<file path="src/design/afa_pkg.sv">
// Shared types and flag constants for the accumulator and flag ALU.
`default_nettype none
package afa_pkg;

    typedef enum logic [3:0] {
        KIND_DAA  = 4'd0,
        KIND_RLCA = 4'd1,
        KIND_RRCA = 4'd2,
        KIND_RLA  = 4'd3,
        KIND_RRA  = 4'd4,
        KIND_CPL  = 4'd5,
        KIND_SCF  = 4'd6,
        KIND_CCF  = 4'd7,
        KIND_NEG  = 4'd8,
        KIND_CP   = 4'd9
    } kind_t;

    // Flag bit positions: S Z Y H X P N C
    localparam int unsigned FS = 7;
    localparam int unsigned FZ = 6;
    localparam int unsigned FY = 5;
    localparam int unsigned FH = 4;
    localparam int unsigned FX = 3;
    localparam int unsigned FP = 2;
    localparam int unsigned FN = 1;
    localparam int unsigned FC = 0;

    localparam logic [7:0] MASK_YX     = 8'h28;
    localparam logic [7:0] MASK_SZP    = 8'hC4;
    localparam logic [7:0] DAA_LIMIT   = 8'h99;
    localparam logic [7:0] DAA_ADJ_LO  = 8'h06;
    localparam logic [7:0] DAA_ADJ_HI  = 8'h60;
    localparam logic [3:0] DAA_DIGIT   = 4'h9;
    localparam logic [7:0] NEG_MIN     = 8'h80;

    // Item in flight after the adder stage
    typedef struct packed {
        kind_t      kind;
        logic [7:0] acc;
        logic [7:0] flags;
        logic [7:0] q;
        logic [7:0] operand;
        logic       daa_hi;   // accumulator above 0x99
        logic [8:0] sum;      // 9-bit add/subtract result
    } work_t;

    typedef struct packed {
        logic [7:0] acc;
        logic [7:0] flags;
    } result_t;

endpackage
`default_nettype wire

</file>
<file path="src/design/afa_flag_calc.sv">
// Result accumulator and flag byte from the adder output of one item.
`default_nettype none
module afa_flag_calc (
    input  afa_pkg::work_t   work,
    output afa_pkg::result_t result
);
    import afa_pkg::*;

    logic [7:0] a;
    logic [7:0] f;
    logic [7:0] keep;
    logic [7:0] res;
    logic [7:0] ra;
    logic [7:0] rf;
    logic       zero;
    logic       par;

    always_comb
    begin
        a    = work.acc;
        f    = work.flags;
        keep = f & MASK_SZP;
        res  = work.sum[7:0];
        zero = (res == 8'h00);
        par  = ~^res;
        ra   = a;
        rf   = f;
        case (work.kind)
            KIND_DAA:
            begin
                ra = res;
                rf = (f & 8'h03) | (res & 8'hA8);
                rf[FC] = f[FC] | work.daa_hi;
                rf[FH] = a[4] ^ res[4];
                rf[FZ] = zero;
                rf[FP] = par;
            end
            KIND_RLCA:
            begin
                ra = {a[6:0], a[7]};
                rf = keep | (ra & MASK_YX);
                rf[FC] = a[7];
            end
            KIND_RRCA:
            begin
                ra = {a[0], a[7:1]};
                rf = keep | (ra & MASK_YX);
                rf[FC] = a[0];
            end
            KIND_RLA:
            begin
                ra = {a[6:0], f[FC]};
                rf = keep | (ra & MASK_YX);
                rf[FC] = a[7];
            end
            KIND_RRA:
            begin
                ra = {f[FC], a[7:1]};
                rf = keep | (ra & MASK_YX);
                rf[FC] = a[0];
            end
            KIND_CPL:
            begin
                ra = ~a;
                rf = (f & 8'hC5) | (ra & MASK_YX);
                rf[FH] = 1'b1;
                rf[FN] = 1'b1;
            end
            KIND_SCF:
            begin
                rf = keep | (((work.q ^ f) | a) & MASK_YX);
                rf[FC] = 1'b1;
            end
            KIND_CCF:
            begin
                rf = keep | (((work.q ^ f) | a) & MASK_YX);
                rf[FH] = f[FC];
                rf[FC] = ~f[FC];
            end
            KIND_NEG:
            begin
                ra = res;
                rf = res & 8'hA8;
                rf[FN] = 1'b1;
                rf[FZ] = zero;
                rf[FC] = (a != 8'h00);
                rf[FP] = (a == NEG_MIN);
                rf[FH] = a[4] ^ res[4];
            end
            KIND_CP:
            begin
                rf = (res & 8'h80) | (work.operand & MASK_YX);
                rf[FN] = 1'b1;
                rf[FZ] = zero;
                rf[FC] = work.sum[8];
                rf[FH] = a[4] ^ res[4] ^ work.operand[4];
                rf[FP] = (a[7] ^ work.operand[7]) & (a[7] ^ res[7]);
            end
            default:
            begin
                ra = a;
                rf = f;
            end
        endcase
        result.acc   = ra;
        result.flags = rf;
    end

endmodule
`default_nettype wire

</file>
<file path="src/design/accumulator_flag_alu.sv">
// Top level: three-stage accumulator and flag ALU with valid/ready channels.
// Throughput: one beat per cycle while out_ready is high; the stages are decode/adjust,
// add/subtract, flag build, each with its own valid bit, and a stall holds each full stage up to the first empty one.
// Reset: rst_n clears all stage valid bits asynchronously; payload is unreset.
`default_nettype none
module accumulator_flag_alu (
    input  wire logic       clk,
    input  wire logic       rst_n,
    input  wire logic       in_valid,
    output logic            in_ready,
    input  wire logic [3:0] kind,
    input  wire logic [7:0] acc_in,
    input  wire logic [7:0] flags_in,
    input  wire logic [7:0] q_in,
    input  wire logic [7:0] operand,
    output logic            out_valid,
    input  wire logic       out_ready,
    output logic [7:0]      acc_out,
    output logic [7:0]      flags_out,
    output logic [7:0]      q_out
);
    import afa_pkg::*;

    // Stage 1: decoded operands for the adder
    logic       s1_valid_reg;
    kind_t      s1_kind_reg;
    logic [7:0] s1_acc_reg;
    logic [7:0] s1_flags_reg;
    logic [7:0] s1_q_reg;
    logic [7:0] s1_operand_reg;
    logic       s1_daa_hi_reg;
    logic [7:0] s1_x_reg;
    logic [7:0] s1_y_reg;
    logic       s1_sub_reg;

    // Stage 2: adder result
    logic       s2_valid_reg;
    work_t      s2_work_reg;
    work_t      s2_work_next;

    // Stage 3: output
    logic       s3_valid_reg;
    result_t    s3_result_reg;
    result_t    s3_result_next;

    logic       s1_ready;
    logic       s2_ready;
    logic       s3_ready;

    kind_t      kind_dec;
    logic       daa_hi;
    logic [7:0] x_next;
    logic [7:0] y_next;
    logic       sub_next;

    assign s3_ready = !s3_valid_reg || out_ready;
    assign s2_ready = !s2_valid_reg || s3_ready;
    assign s1_ready = !s1_valid_reg || s2_ready;
    assign in_ready = s1_ready;

    // Pick adder operands per kind
    always_comb
    begin
        kind_dec = kind_t'(kind);
        daa_hi   = (acc_in > DAA_LIMIT);
        x_next   = acc_in;
        y_next   = 8'h00;
        sub_next = 1'b0;
        case (kind_dec)
            KIND_DAA:
            begin
                if (flags_in[FH] || (acc_in[3:0] > DAA_DIGIT))
                begin
                    y_next = y_next | DAA_ADJ_LO;
                end
                if (flags_in[FC] || daa_hi)
                begin
                    y_next = y_next | DAA_ADJ_HI;
                end
                sub_next = flags_in[FN];
            end
            KIND_NEG:
            begin
                x_next   = 8'h00;
                y_next   = acc_in;
                sub_next = 1'b1;
            end
            KIND_CP:
            begin
                y_next   = operand;
                sub_next = 1'b1;
            end
            default:
            begin
                sub_next = 1'b0;
            end
        endcase
    end

    always_comb
    begin
        s2_work_next.kind    = s1_kind_reg;
        s2_work_next.acc     = s1_acc_reg;
        s2_work_next.flags   = s1_flags_reg;
        s2_work_next.q       = s1_q_reg;
        s2_work_next.operand = s1_operand_reg;
        s2_work_next.daa_hi  = s1_daa_hi_reg;
        if (s1_sub_reg)
        begin
            s2_work_next.sum = {1'b0, s1_x_reg} - {1'b0, s1_y_reg};
        end
        else
        begin
            s2_work_next.sum = {1'b0, s1_x_reg} + {1'b0, s1_y_reg};
        end
    end

    afa_flag_calc u_flag_calc (
        .work   (s2_work_reg),
        .result (s3_result_next)
    );

    always_ff @(posedge clk or negedge rst_n)
    begin
        if (!rst_n)
        begin
            s1_valid_reg <= 1'b0;
            s2_valid_reg <= 1'b0;
            s3_valid_reg <= 1'b0;
        end
        else
        begin
            if (s1_ready)
            begin
                s1_valid_reg <= in_valid;
            end
            if (s2_ready)
            begin
                s2_valid_reg <= s1_valid_reg;
            end
            if (s3_ready)
            begin
                s3_valid_reg <= s2_valid_reg;
            end
        end
    end

    always_ff @(posedge clk)
    begin
        if (s1_ready && in_valid)
        begin
            s1_kind_reg    <= kind_dec;
            s1_acc_reg     <= acc_in;
            s1_flags_reg   <= flags_in;
            s1_q_reg       <= q_in;
            s1_operand_reg <= operand;
            s1_daa_hi_reg  <= daa_hi;
            s1_x_reg       <= x_next;
            s1_y_reg       <= y_next;
            s1_sub_reg     <= sub_next;
        end
        if (s2_ready && s1_valid_reg)
        begin
            s2_work_reg <= s2_work_next;
        end
        if (s3_ready && s2_valid_reg)
        begin
            s3_result_reg <= s3_result_next;
        end
    end

    assign out_valid = s3_valid_reg;
    assign acc_out   = s3_result_reg.acc;
    assign flags_out = s3_result_reg.flags;
    assign q_out     = s3_result_reg.flags;

endmodule
`default_nettype wire

</file>
<file path="config.mk">
export PLATFORM = sky130hd
export DESIGN_NAME = accumulator_flag_alu
export DESIGN_NICKNAME = d
export VERILOG_FILES = /design/src/design/afa_pkg.sv /design/src/design/afa_flag_calc.sv /design/src/design/accumulator_flag_alu.sv
export SDC_FILE = /design/constraint.sdc
export NUM_CORES = 1
export LEC_CHECK = 0
export BUFFER_PORTS_ARGS = -buffer_cell sky130_fd_sc_hd__buf_2
export CAP_MARGIN = 20
export CORE_UTILIZATION = 53
export DETAILED_ROUTE_END_ITERATION = 8
export PLACE_DENSITY = 0.76
export SYNTH_ARGS = -nofsm -noshare
export SYNTH_HDL_FRONTEND = slang
export SYNTH_HIERARCHICAL = 1
export SYNTH_SLANG_ARGS = --single-unit
</file>
<file path="constraint.sdc">
create_clock -name clk -period 2.41 [get_ports clk]
set_clock_uncertainty 0.1 [all_clocks]
set_input_delay 0.241 -clock clk [delete_from_list [all_inputs] [get_ports clk]]
set_output_delay 0.241 -clock clk [all_outputs]
set_load 0.01 [all_outputs]
</file>
* After elaboration in Yosys (flattened, before gate mapping)
Cells that the tools add are included.
** Word-level totals
- Word-level logic and storage cells :: 80
- Bits of input ports :: 40
- Bits in registers :: 115
** Operators by class
- Bitwise gates (word level) :: 16
- Reductions and logical operators :: 20
- Magnitude comparators :: 2
- Muxes and demuxes :: 7
- Equality and inequality tests :: 12
- $add $sub $neg :: 2
** Operators with widths (count)
- $pmux 8 s8 :: 1
- $pmux 8 s6 :: 1
- $or 8x6->8 :: 5
- $pmux 8 s3 :: 1
- $eq 4x3->1 const B :: 4
- $eq 4x4->1 const B :: 4
- $add 8x8->9 :: 1
- $mux 9 :: 1
- $sub 8x8->9 :: 1
- $eq 4x2->1 const B :: 2
- $eq 8x8->1 const B :: 1
- $gt 8x8->1 const B :: 1
- $logic_not 4->1 :: 2
- $logic_not 8->1 :: 1
- $not 8->8 :: 1
- $or 2x8->8 :: 1
- $reduce_bool 8->1 :: 1
- $reduce_or 2->1 :: 4
- $reduce_xnor 8->1 :: 1
- $mux 7 :: 1
- $or 6x6->6 :: 1
- $xor 6x6->6 :: 1
- $logic_or 1x1->1 :: 5
- $eq 4x1->1 const B :: 1
- other kinds (9) :: 16

* Depth between registers and ports, before layout
- Depth after elaboration :: 5
- Depth in mapped cells :: 11
- Depth with buffers taken out :: 11

* By module
Netlist, hierarchy kept.
** Modules (own cells, without submodules)
- accumulator_flag_alu :: area an instance 4471.8 µm², instances 1, cells an instance 257
- afa_flag_calc :: area an instance 944.7 µm², instances 1, cells an instance 152

* Worst setup path after synthesis
Ideal clock, no wire load.
- Path kind :: reg-to-reg
- From :: reg s3_valid_reg (netlist: out_valid)
- To :: reg s1_acc_reg[0], enable pin
- Stages on the path, launching flop included :: 4
- Buffers on the path :: 0
- Library setup time :: 417 ps
- Period minus slack after synthesis :: 2550 ps
- Setup slack :: -140 ps
- Data arrival time :: 2032 ps
- Cell sequence :: dfrtp_1 nor2b_1 nand3_1 and2_1
** Between the ends
- Longest elaborated chain between the ends :: 5
** RTL lines
- start, declared :: RTL line accumulator_flag_alu.sv:42 : logic s3_valid_reg;
- start signal, assigned :: RTL line accumulator_flag_alu.sv:143 : s3_valid_reg <= s2_valid_reg;
- $logic_not 1->1 :: RTL line accumulator_flag_alu.sv:56 : assign s3_ready = !s3_valid_reg || out_ready;
- $logic_or 1x1->1 :: RTL line accumulator_flag_alu.sv:56
- $logic_or 1x1->1 :: RTL line accumulator_flag_alu.sv:57 : assign s2_ready = !s2_valid_reg || s3_ready;
- $logic_or 1x1->1 :: RTL line accumulator_flag_alu.sv:58 : assign s1_ready = !s1_valid_reg || s2_ready;
- net in_ready :: RTL line accumulator_flag_alu.sv:10 : output logic in_ready,
- $logic_and 1x1->1 :: RTL line accumulator_flag_alu.sv:150 : if (s1_ready && in_valid)
- end signal, assigned :: RTL line accumulator_flag_alu.sv:153 : s1_acc_reg <= acc_in;
- end, declared :: RTL line accumulator_flag_alu.sv:27 : logic [7:0] s1_acc_reg;
The timed path passes the listed nets, and every way through them passes these cells.
A chain may end at the register's enable or synchronous reset.

==> flow_summary.yaml <==
timing:
  worstMarginPinSlew_ns: 0.651
  fin_ws_ns: -0.0495
  maxSlewHeadroom: 0.566
  rsz0062_at_grt: "yes"
  fmax_ghz: 0.407
  period_needed_ns: 2.46
  setup_viol: 4
  hold_viol: 0
  fin_crit_sh: 1.02
  slew_violations: 0
  fin_worst_hold_slack_ns: 0.0237
cells_and_area:
  antenna_cells_inserted: 0
  largest_register_ffs: 36
  fin_cells: 592
  drive_above_1_share: 0.240
  layout_common_cells: "edfxtp_1, buf_2, nor2_1"
  nets: 533
  syn_to_final_growth_pct: 19.4
  final_common_cell: "edfxtp_1"
min_path:
  hold_end: "s1_acc_reg[2]"
  min_path_type: "primary input to register"
  worstHoldPathCells: 1
  worstHoldStart: "acc_in[2]"
placement:
  io_buffers: 59
  place_congestion: 0.959
  dp.cells: 549
  dp_hpwl_mm: 6.99
power:
  switchingPower_mw: 1.20
  swShare: 0.289
  seqPwrFrac: 0.538
  p_total_mw: 4.16
  p_int_mw: 2.96
  leakage_nw: 2.24
  peakVddDrop_mv: 0.366
  p_clk_frac: 0.239
  power_density_nw_per_um2: 724
  power.share.combinational: 0.223
routing:
  viasPerCell: 5.58
  drc: 0
  drtIter0Drc: 170
  wirelength_mm: 9.84
  firstDrtPassIters: 6
  avgRoutedWirePerCell_um: 16.6
  ant_nets: 0
  num_vias: 3302
run:
  max-cap-violations: 0
worst_setup_path:
  r2r_start: "s1_y_reg[1]"
  cp_data_arrival_time_ns: 2.60
  critPathSlowestCell: "or4b_1"
  reg2reg_slack_ns: -0.05
  start_kind: "register"
  reg2reg_depth: 9
  rr_endpoint: "s2_work_reg[5]"
  path_cells: "inv_1 -> ha_4 -> mux2_4 -> inv_4 -> ha_4 -> nor2b_4 -> o31a_1 -> or4b_1 -> nand3_1"
  cpPeakStageDelay_ns: 0.47
  path_max_fanout: 3
  cp_common_cell: "ha_4"
  path_delay_family: "simple AND/OR/NAND/NOR gates"
  crit_required_ns: 2.55
  end_kind: "register"
  critPathBufInv: 2
  critPathKind: "register to register"
yosys:
  syn_inst: 389
  syn_area_per_cell_um2: 12.4
  netlist_area_um2: 4820
  synth_warnings: 6
  syn_nets: 443
die:
  io_pins: 66
  die_h_um: 97.3
  dieWidth_um: 97.3
  fp.coreArea_um2: 8760
  floorplan.die_area_um2: 9470
  num_rows: 34
  initial_core_util: 0.550
clock_tree:
  cts_tree: "yes"
  clk_pin_slew_ns: 0.10
  clk_latency_ns: 0.36
  clockBufferDepth: 2
  root_buffer: "clkbuf_8"
  htree_num_levels: 3
  numCtsBuffers: 9
  clock-sinks: 99
grt:
  grt_use_total: 0.215
  grt_pass1_wl_mm: 15.8
  antenna_found_initial: 0
  grt-ovfl-total: 0
  grt_max_degree: 45
  grt_pass1_vias: 3224
status:
  violations: "negative setup slack"
  status: "finished with violations"
==> area by class of cell <==
cell class | count | area [um2]
repair buffers | 102 | 683
multi-input cells | 241 | 1690
fillers | 672 | 3020
flip-flops and latches | 99 | 2960
inverters | 26 | 100
clock buffers | 10 | 128
clock inverters | 6 | 57.6
well taps | 108 | 135
==> how the worst max path moves through the flow <==
stage	start	end	slack [ns]	cells after the start
after floorplan	s1_y_reg[0]	s2_work_reg[5]	0.05	9
after global placement	s1_y_reg[1]	s2_work_reg[5]	-0.00004	9
after detailed placement	s1_y_reg[0]	s2_work_reg[7]	-0.12	10
after CTS	s1_y_reg[0]	s2_work_reg[5]	-0.05	9
after global routing	s1_y_reg[1]	s2_work_reg[5]	-0.12	9
final	s1_y_reg[1]	s2_work_reg[5]	-0.05	9
==> power groups by stage <==
stage	Sequential, mW	Clock [mW]	Combinational, mW
2_1_floorplan	2.25	0	0.600
5_1_grt	2.26	1.09	1.02
4_1_cts	2.24	1.02	0.904
3_3_place_gp	2.27	0	0.813
3_5_place_dp	2.28	0	0.837
6_report	2.24	0.995	0.927
==> per-layer routing <==
layer,part of all wire,track usage,up-vias
li1,-,-,1613
met1,0.43,0.262,1536
met2,0.49,0.374,131
met3,0.048,0.0295,22
met4,0.035,0.113,0
met5,0,0,-
==> through the flow <==
step / instance area [um2] / worst slack, ns / utilization / TNS, ns
final: 5750 / -0.0495 / 0.656 / -0.111
after detailed placement: 5240 / -0.119 / 0.598 / -0.319
after global placement: 5240 / -0.0000389 / 0.598 / -0.0000389
after floorplan: 4820 / 0.0540 / - / 0
after CTS: 5700 / -0.0457 / 0.651 / -0.100
after global routing: 5750 / -0.123 / 0.656 / -0.446
==> repair_timing <==
item	CTS	global route
buffers inserted	4	2
gates resized for setup	9	9
endpoints found under the hold margin	23	0
pin swaps	1	3
hold buffers	21	0
setup endpoints to repair	4	4
No activity file was read; power rests on OpenSTA's default activity.
